===== src/hw/rtl/drsp_pkg.sv =====
// ----------------------------------------------------------------------------
// drsp_pkg
// Shared types and constants for the daylight-saving rule string parser.
// ----------------------------------------------------------------------------
package drsp_pkg;

    localparam logic [7:0]  CH_NUL    = 8'h00;
    localparam logic [7:0]  CH_LPAREN = 8'h28;
    localparam logic [7:0]  CH_RPAREN = 8'h29;
    localparam logic [7:0]  CH_PLUS   = 8'h2B;
    localparam logic [7:0]  CH_MINUS  = 8'h2D;
    localparam logic [7:0]  CH_ZERO   = 8'h30;
    localparam logic [7:0]  CH_SIX    = 8'h36;
    localparam logic [7:0]  CH_NINE   = 8'h39;

    localparam logic [13:0] YEAR_BASE  = 14'd1900;
    localparam logic [6:0]  MONTH_MAX  = 7'd12;
    localparam logic [3:0]  SUNDAY     = 4'd7;
    localparam logic [3:0]  WDAY_AFTER = 4'd7;
    localparam logic [1:0]  YEAR_LAST_DIGIT = 2'd3;

    localparam logic STATUS_OK  = 1'b0;
    localparam logic STATUS_ERR = 1'b1;

    typedef enum logic [3:0] {
        PH_WAIT   = 4'd0,
        PH_START  = 4'd1,
        PH_YEAR   = 4'd2,
        PH_YCLOSE = 4'd3,
        PH_MON1   = 4'd4,
        PH_MON2   = 4'd5,
        PH_DAY1   = 4'd6,
        PH_DAY2   = 4'd7,
        PH_AFTDAY = 4'd8,
        PH_HOUR2  = 4'd9,
        PH_TAIL   = 4'd10,
        PH_WDAY   = 4'd11,
        PH_END    = 4'd12,
        PH_SKIP   = 4'd13
    } phase_t;

    typedef enum logic [1:0] {
        ACT_NONE  = 2'd0,
        ACT_ERROR = 2'd1,
        ACT_CLOSE = 2'd2
    } act_t;

    typedef struct packed {
        logic        status;
        logic [12:0] year_offset;
        logic [3:0]  month;
        logic [6:0]  day;
        logic [6:0]  hour;
        logic [3:0]  weekday_rule;
        logic        last;
    } rec_t;

endpackage


===== src/hw/rtl/drsp_parse.sv =====
// ----------------------------------------------------------------------------
// drsp_parse
// Per-byte rule parser: phase register, field registers and record build.
// ----------------------------------------------------------------------------
module drsp_parse (
    input  logic               clk,
    input  logic               rst_n,
    input  logic               step,
    input  logic [7:0]         ch,
    output logic               emit,
    output drsp_pkg::rec_t     rec
);
    import drsp_pkg::*;

    phase_t      phase_reg, phase_next;
    logic [7:0]  delim_reg, delim_next;
    logic [12:0] year_reg, year_next;
    logic [13:0] accum_reg, accum_next;
    logic [1:0]  count_reg, count_next;
    logic [3:0]  month_reg, month_next;
    logic [6:0]  day_reg, day_next;
    logic [6:0]  hour_reg, hour_next;
    logic [3:0]  wday_reg, wday_next;
    logic        after_reg, after_next;

    act_t        act;
    logic        is_dig;
    logic        is_sign;
    logic        is_wday;
    logic        closes;
    logic [3:0]  dig;
    logic [13:0] year_val;
    logic [6:0]  pair_val;
    logic [3:0]  wday_val;

    assign dig      = ch[3:0];
    assign is_dig   = (ch >= CH_ZERO) && (ch <= CH_NINE);
    assign is_sign  = (ch == CH_PLUS) || (ch == CH_MINUS);
    assign is_wday  = (ch >= CH_ZERO) && (ch <= CH_SIX);
    assign closes   = (ch == CH_NUL) || (ch == delim_reg);
    // x*10 as shifts and an add
    assign year_val = (accum_reg << 3) + (accum_reg << 1) + 14'(dig);
    assign pair_val = (7'(accum_reg[3:0]) << 3) + (7'(accum_reg[3:0]) << 1) + 7'(dig);
    assign wday_val = ((dig == 4'd0) ? SUNDAY : dig) + (after_reg ? WDAY_AFTER : 4'd0);

    // what this byte does to the record stream
    always_comb
    begin
        act = ACT_NONE;
        unique case (phase_reg)
            PH_WAIT:   if (ch == CH_NUL) act = ACT_ERROR;
            PH_START:  if (ch != CH_LPAREN && !is_dig) act = ACT_ERROR;
            PH_YEAR:
            begin
                if (!is_dig)
                    act = ACT_ERROR;
                else if (count_reg == YEAR_LAST_DIGIT && year_val < YEAR_BASE)
                    act = ACT_ERROR;
            end
            PH_YCLOSE: if (ch != CH_RPAREN) act = ACT_ERROR;
            PH_MON1:   if (!is_dig) act = ACT_ERROR;
            PH_MON2:
                if (!is_dig || pair_val == 7'd0 || pair_val > MONTH_MAX) act = ACT_ERROR;
            PH_DAY1:   if (!is_dig) act = ACT_ERROR;
            PH_DAY2:   if (!is_dig || pair_val == 7'd0) act = ACT_ERROR;
            PH_AFTDAY:
                if (!is_dig && !is_sign) act = closes ? ACT_CLOSE : ACT_ERROR;
            PH_HOUR2:  if (!is_dig) act = ACT_ERROR;
            PH_TAIL:   if (!is_sign) act = closes ? ACT_CLOSE : ACT_ERROR;
            PH_WDAY:   if (!is_wday) act = ACT_ERROR;
            PH_END:    act = closes ? ACT_CLOSE : ACT_ERROR;
            default:   act = ACT_NONE;
        endcase
    end

    // next state
    always_comb
    begin
        phase_next = phase_reg;
        delim_next = delim_reg;
        year_next  = year_reg;
        accum_next = accum_reg;
        count_next = count_reg;
        month_next = month_reg;
        day_next   = day_reg;
        hour_next  = hour_reg;
        wday_next  = wday_reg;
        after_next = after_reg;
        if (act == ACT_ERROR)
        begin
            phase_next = (ch == CH_NUL) ? PH_WAIT : PH_SKIP;
        end
        else if (act == ACT_CLOSE && ch == CH_NUL)
        begin
            phase_next = PH_WAIT;
        end
        else if (act == ACT_CLOSE || phase_reg == PH_WAIT)
        begin
            // start of a new rule
            if (phase_reg == PH_WAIT)
            begin
                delim_next = ch;
                year_next  = 13'd0;
            end
            phase_next = PH_START;
            accum_next = 14'd0;
            count_next = 2'd0;
            month_next = 4'd0;
            day_next   = 7'd0;
            hour_next  = 7'd0;
            wday_next  = 4'd0;
            after_next = 1'b0;
        end
        else
        begin
            unique case (phase_reg)
                PH_START:
                begin
                    if (ch == CH_LPAREN)
                    begin
                        accum_next = 14'd0;
                        count_next = 2'd0;
                        phase_next = PH_YEAR;
                    end
                    else
                    begin
                        accum_next = 14'(dig);
                        phase_next = PH_MON2;
                    end
                end
                PH_YEAR:
                begin
                    accum_next = year_val;
                    if (count_reg == YEAR_LAST_DIGIT)
                    begin
                        year_next  = 13'(year_val - YEAR_BASE);
                        count_next = 2'd0;
                        phase_next = PH_YCLOSE;
                    end
                    else
                    begin
                        count_next = count_reg + 2'd1;
                    end
                end
                PH_YCLOSE: phase_next = PH_MON1;
                PH_MON1:
                begin
                    accum_next = 14'(dig);
                    phase_next = PH_MON2;
                end
                PH_MON2:
                begin
                    month_next = 4'(pair_val - 7'd1);
                    phase_next = PH_DAY1;
                end
                PH_DAY1:
                begin
                    accum_next = 14'(dig);
                    phase_next = PH_DAY2;
                end
                PH_DAY2:
                begin
                    day_next   = pair_val - 7'd1;
                    phase_next = PH_AFTDAY;
                end
                PH_AFTDAY:
                begin
                    if (is_dig)
                    begin
                        accum_next = 14'(dig);
                        phase_next = PH_HOUR2;
                    end
                    else
                    begin
                        after_next = (ch == CH_PLUS);
                        phase_next = PH_WDAY;
                    end
                end
                PH_HOUR2:
                begin
                    hour_next  = pair_val;
                    phase_next = PH_TAIL;
                end
                PH_TAIL:
                begin
                    after_next = (ch == CH_PLUS);
                    phase_next = PH_WDAY;
                end
                PH_WDAY:
                begin
                    wday_next  = wday_val;
                    phase_next = PH_END;
                end
                default:
                begin
                    if (ch == CH_NUL)
                        phase_next = PH_WAIT;
                end
            endcase
        end
    end

    // record outputs
    always_comb
    begin
        emit = (act != ACT_NONE);
        rec.last = (ch == CH_NUL);
        if (act == ACT_CLOSE)
        begin
            rec.status       = STATUS_OK;
            rec.year_offset  = year_reg;
            rec.month        = month_reg;
            rec.day          = day_reg;
            rec.hour         = hour_reg;
            rec.weekday_rule = wday_reg;
        end
        else
        begin
            rec.status       = STATUS_ERR;
            rec.year_offset  = 13'd0;
            rec.month        = 4'd0;
            rec.day          = 7'd0;
            rec.hour         = 7'd0;
            rec.weekday_rule = 4'd0;
        end
    end

    always_ff @(posedge clk or negedge rst_n)
    begin
        if (!rst_n)
        begin
            phase_reg <= PH_WAIT;
            delim_reg <= 8'd0;
            year_reg  <= 13'd0;
            accum_reg <= 14'd0;
            count_reg <= 2'd0;
            month_reg <= 4'd0;
            day_reg   <= 7'd0;
            hour_reg  <= 7'd0;
            wday_reg  <= 4'd0;
            after_reg <= 1'b0;
        end
        else if (step)
        begin
            phase_reg <= phase_next;
            delim_reg <= delim_next;
            year_reg  <= year_next;
            accum_reg <= accum_next;
            count_reg <= count_next;
            month_reg <= month_next;
            day_reg   <= day_next;
            hour_reg  <= hour_next;
            wday_reg  <= wday_next;
            after_reg <= after_next;
        end
    end

endmodule


===== src/hw/rtl/dst_rule_string_parser_core.sv =====
// ----------------------------------------------------------------------------
// dst_rule_string_parser_core
// Byte input register, rule parser and record output register.
// ----------------------------------------------------------------------------
// a record's closing byte is accepted into the input register, and the record is
// then written to the record register, which drives the outputs
// throughput: one byte per cycle; a byte that makes a record waits only while
// the record register is full and not being drained
// reset: parser returns to waiting for a delimiter, year qualifier cleared,
// both registers empty
module dst_rule_string_parser_core (
    input  logic        clk,
    input  logic        rst_n,
    input  logic        in_valid,
    output logic        in_ready,
    input  logic [7:0]  ch,
    output logic        out_valid,
    input  logic        out_ready,
    output logic        status,
    output logic [12:0] year_offset,
    output logic [3:0]  month,
    output logic [6:0]  day,
    output logic [6:0]  hour,
    output logic [3:0]  weekday_rule,
    output logic        last
);
    import drsp_pkg::*;

    logic       in_valid_reg;
    logic [7:0] ch_reg;
    logic       out_valid_reg;
    rec_t       rec_reg;
    rec_t       rec;
    logic       emit;
    logic       advance;

    drsp_parse u_parse (
        .clk   (clk),
        .rst_n (rst_n),
        .step  (advance),
        .ch    (ch_reg),
        .emit  (emit),
        .rec   (rec)
    );

    // a byte moves on unless its record has nowhere to go
    assign advance  = in_valid_reg && (!emit || !out_valid_reg || out_ready);
    assign in_ready = !in_valid_reg || advance;

    always_ff @(posedge clk or negedge rst_n)
    begin
        if (!rst_n)
        begin
            in_valid_reg  <= 1'b0;
            out_valid_reg <= 1'b0;
        end
        else
        begin
            if (in_ready)
                in_valid_reg <= in_valid;
            if (advance && emit)
                out_valid_reg <= 1'b1;
            else if (out_ready)
                out_valid_reg <= 1'b0;
        end
    end

    always_ff @(posedge clk)
    begin
        if (in_valid && in_ready)
            ch_reg <= ch;
        if (advance && emit)
            rec_reg <= rec;
    end

    assign out_valid    = out_valid_reg;
    assign status       = rec_reg.status;
    assign year_offset  = rec_reg.year_offset;
    assign month        = rec_reg.month;
    assign day          = rec_reg.day;
    assign hour         = rec_reg.hour;
    assign weekday_rule = rec_reg.weekday_rule;
    assign last         = rec_reg.last;

endmodule

===== config.mk =====
export PLATFORM = sky130hd
export DESIGN_NAME = dst_rule_string_parser_core
export DESIGN_NICKNAME = d
export VERILOG_FILES = /design/src/hw/rtl/drsp_pkg.sv /design/src/hw/rtl/drsp_parse.sv /design/src/hw/rtl/dst_rule_string_parser_core.sv
export SDC_FILE = /design/constraint.sdc
export NUM_CORES = 1
export LEC_CHECK = 0
export BUFFER_PORTS_ARGS = -buffer_cell sky130_fd_sc_hd__buf_2
export CAP_MARGIN = 10
export CELL_PAD_IN_SITES_DETAIL_PLACEMENT = 1
export CELL_PAD_IN_SITES_GLOBAL_PLACEMENT = 1
export CORE_MARGIN = 4
export CORE_UTILIZATION = 45
export CTS_BUF_LIST = sky130_fd_sc_hd__clkbuf_2
export DETAILED_ROUTE_END_ITERATION = 8
export PLACE_DENSITY_LB_ADDON = 0.1
export SLEW_MARGIN = 20
export SYNTH_ARGS = -nofsm -noshare
export SYNTH_HDL_FRONTEND = slang
export SYNTH_HIERARCHICAL = 1
export SYNTH_SLANG_ARGS = --single-unit

===== constraint.sdc =====
create_clock -name clk -period 13.8 [get_ports clk]
set_input_delay 1.38 -clock clk [delete_from_list [all_inputs] [get_ports clk]]
set_output_delay 1.38 -clock clk [all_outputs]
set_load 0.03 [all_outputs]

==> key figures <==
Floorplanning
  – Placeable Area: about 14,000 µm²
  – Ports: just over 50
  – Die area: 16,000 µm²
  – Initial Utilization: between 40% and 50%
  – Die W: roughly 130 µm
  – Core Rows: 43
  – Die H: 127 µm

Critical path
  – R2R depth: 15
  – Setup CP Type: flip-flop to primary output
  – R2R Setup Slk: ~8.0 ns
  – CP Data Arrival Time: 4.69 ns
  – Worst r2r src: ch_reg[3]
  – RR Endpoint: u_parse/accum_reg[1]
  – Setup crit end kind: primary output
  – Worst setup SP type: flip-flop
  – Worst-path fanout max: 10
  – Worst path required time: 12.42 ns

Timing
  – Worst hold slack: 0.517 ns
  – Final Max Slew Viols: 0
  – Setup TNS: 0 ns
  – Final min period: 6.07 ns
  – Final hold violation count: 0
  – Clk_skew: 0.0416 ns
  – RSZ-0062 raised after global routing: false
  – Fmax: 165 MHz
  – Final Setup Violations: 0
  – Slew @ Worst Pin: 1.04 ns
  – Period utilisation layout: 44.0%
  – Max-Slew Margin vs Limit: 30.3%

Final layout
  – Final net count: 654
  – Layout area overhead: 7.46%
  – Share of cells above drive strength 1: 19.2%

Flow run
  – MaxCap Viol Count: 0

Pwr
  – Power density over the cells: 225 nW/µm²
  – Cell leakage power: slightly below 3 nW
  – VDD IR max: ~74 µV

Route
  – TritonRoute pass-1 iters: 5
  – DR vias: approximately 4,700
  – Routed len/inst: slightly below 20 µm
  – Via density: 5.85
  – DRT antenna net count: 0
  – Drt initial violations: 350
  – DR DRC count: 0
  – Final wirelength: 15,800 µm

Yosys
  – Top_reg_cell synth: dfrtp_1
  – Number of different library cells in the post-synthesis netlist: 78
  – Top cells by area, synth: dfrtp_1 (26%), edfxtp_1 (21%), ha_1 (5.9%)
  – Commonest cells post-synth: dfrtp_1 (65), edfxtp_1 (45), nand2_1 (45), and2_1 (40)
  – Count leader, synth: dfrtp_1
  – Ys async rst share: 59.1%
  – Post-synth EDFFs: 45
  – Syn_area_per_cell: ~11 µm²
  – Synth Instances: 575
  – Ys Warns: 6
  – Leading area contributor after synthesis: dfrtp_1
  – Seq/Total Area, Yosys: 47.1%
  – Area share of the largest cell type after synthesis: ~26%
  – Syn Std Cell Area: 6320 µm²
  – FF+latch count, synth: 110
  – Synth Net Count: 620

Worst hold path
  – Hold endpoint: u_parse/year_reg[11]
  – Hold Path Class: flip-flop to flip-flop
  – Hold Startpoint: u_parse/year_reg[11]
  – WHS Path Cells: 2

Global routing
  – Overflow after GRT: 0
  – Overall routing resource usage: roughly a fifth
  – Initial antenna violation count: 1
  – Global-route wire length before repair: 26,400 µm
  – Largest net degree at the start of global routing: 66
  – Vias in the first global route: between 4,000 and 5,000

CTS
  – Clock slew at reported path FFs: 0.31 ns
  – Post-CTS setup buffers: 0
  – Worst-Skew Late Latency: 0.63 ns
  – CTS Buf Count: 9
  – Clock Path Buffers: 2
  – CTS tree: built
  – H-Tree Depth: 3
  – CTS hold repair buffers: 0
  – Clock sinks: between 100 and 150
  – CTS resizes: 0
  – Root buffer cell: clkbuf_2

Placed design
  – Routability congestion estimate: roughly 0.83
  – Number of I/O port buffers: 50
  – Post-DP HPWL: 11,800 µm

Status
  – Outcome: completed
## through the flow
step                      instances  setup slack [ns]  area, µm²  power [mW]  util [%]
final                           795              7.73       6790        1.53      49.1
after global routing            795              7.34       6790        1.65      49.1
after CTS                       794              7.67       6790        1.54      49.1
after detailed placement        778              8.04       6690        1.40      48.4
after global placement          778              8.41       6690        1.37      48.4
after floorplan                 575              8.77       6320        1.17         -
## where the power goes
group	internal (mW)	switching [mW]	total, mW
Sequential	0.462	0.0805	0.543
Combinational	0.284	0.561	0.844
Clock	0.0273	0.115	0.142
Total	0.773	0.756	1.53
## metal layers
layer / up-vias / track usage (%) / part of all wire [%]
met2: 105 / 32.9 / 47
met3: 18 / 3.49 / 4.0
li1: 2197 / - / -
met5: - / 0 / 0
met1: 2332 / 29.4 / 48
met4: 0 / 5.05 / 1.1
## critical path: stages (launching register included)
cell       delay (ns)
edfxtp_1         0.65
fa_1             0.59
fa_1             0.72
inv_1            0.11
ha_1             0.20
nand2_1          0.11
a2111oi_1        0.08
o22ai_1          0.23
a31oi_1          0.15
nor4_4           0.47
nand3_1          0.30
nand4b_2         0.23
buf_2            0.22
## how the worst max path moves through the flow
stage,start,to,slack [ns],depth (start not counted)
2_1_floorplan,ch_reg[3],day[0],8.77,10
5_1_grt,ch_reg[3],in_ready,7.34,12
3_3_place_gp,ch_reg[3],u_parse/accum_reg[0],8.41,15
4_1_cts,ch_reg[3],in_ready,7.67,10
3_5_place_dp,ch_reg[3],u_parse/accum_reg[0],8.04,15
6_report,ch_reg[3],in_ready,7.73,12
## layout make-up
type / instances / area (µm²)
Sequential cell: 110 / 2980
Inverter: 16 / 60.1
Clock inverter: 6 / 53.8
Timing Repair Buffer: 53 / 273
Antenna cell: 1 / 2.50
Tap cell: 180 / 225
Clock buffer: 10 / 50.0
Multi-Input combinational cell: 419 / 3150
Fill cell: 1539 / 7030
## logic make-up after synthesis
kind of cell,Yosys count,synth area share [%]
buf+inv,46,3.21
mux,27,5.17
compound gates,135,16.7
xor+xnor,30,4.16
fa+ha+maj,33,6.89
flops,110,47.1
simple gates,194,16.7
## cell usage in the layout, fill, tap and decap left out, types with 16 or more instances in the layout
cell and n:
inv_1 16, xnor2_1 20, nand2_1 45, nor2_1 29
a21oi_1 19, and2_1 40, buf_2 50, edfxtp_1 45
dfrtp_1 65, ha_1 30, o21ai_0 18
Power figures use the tool's default switching activity.
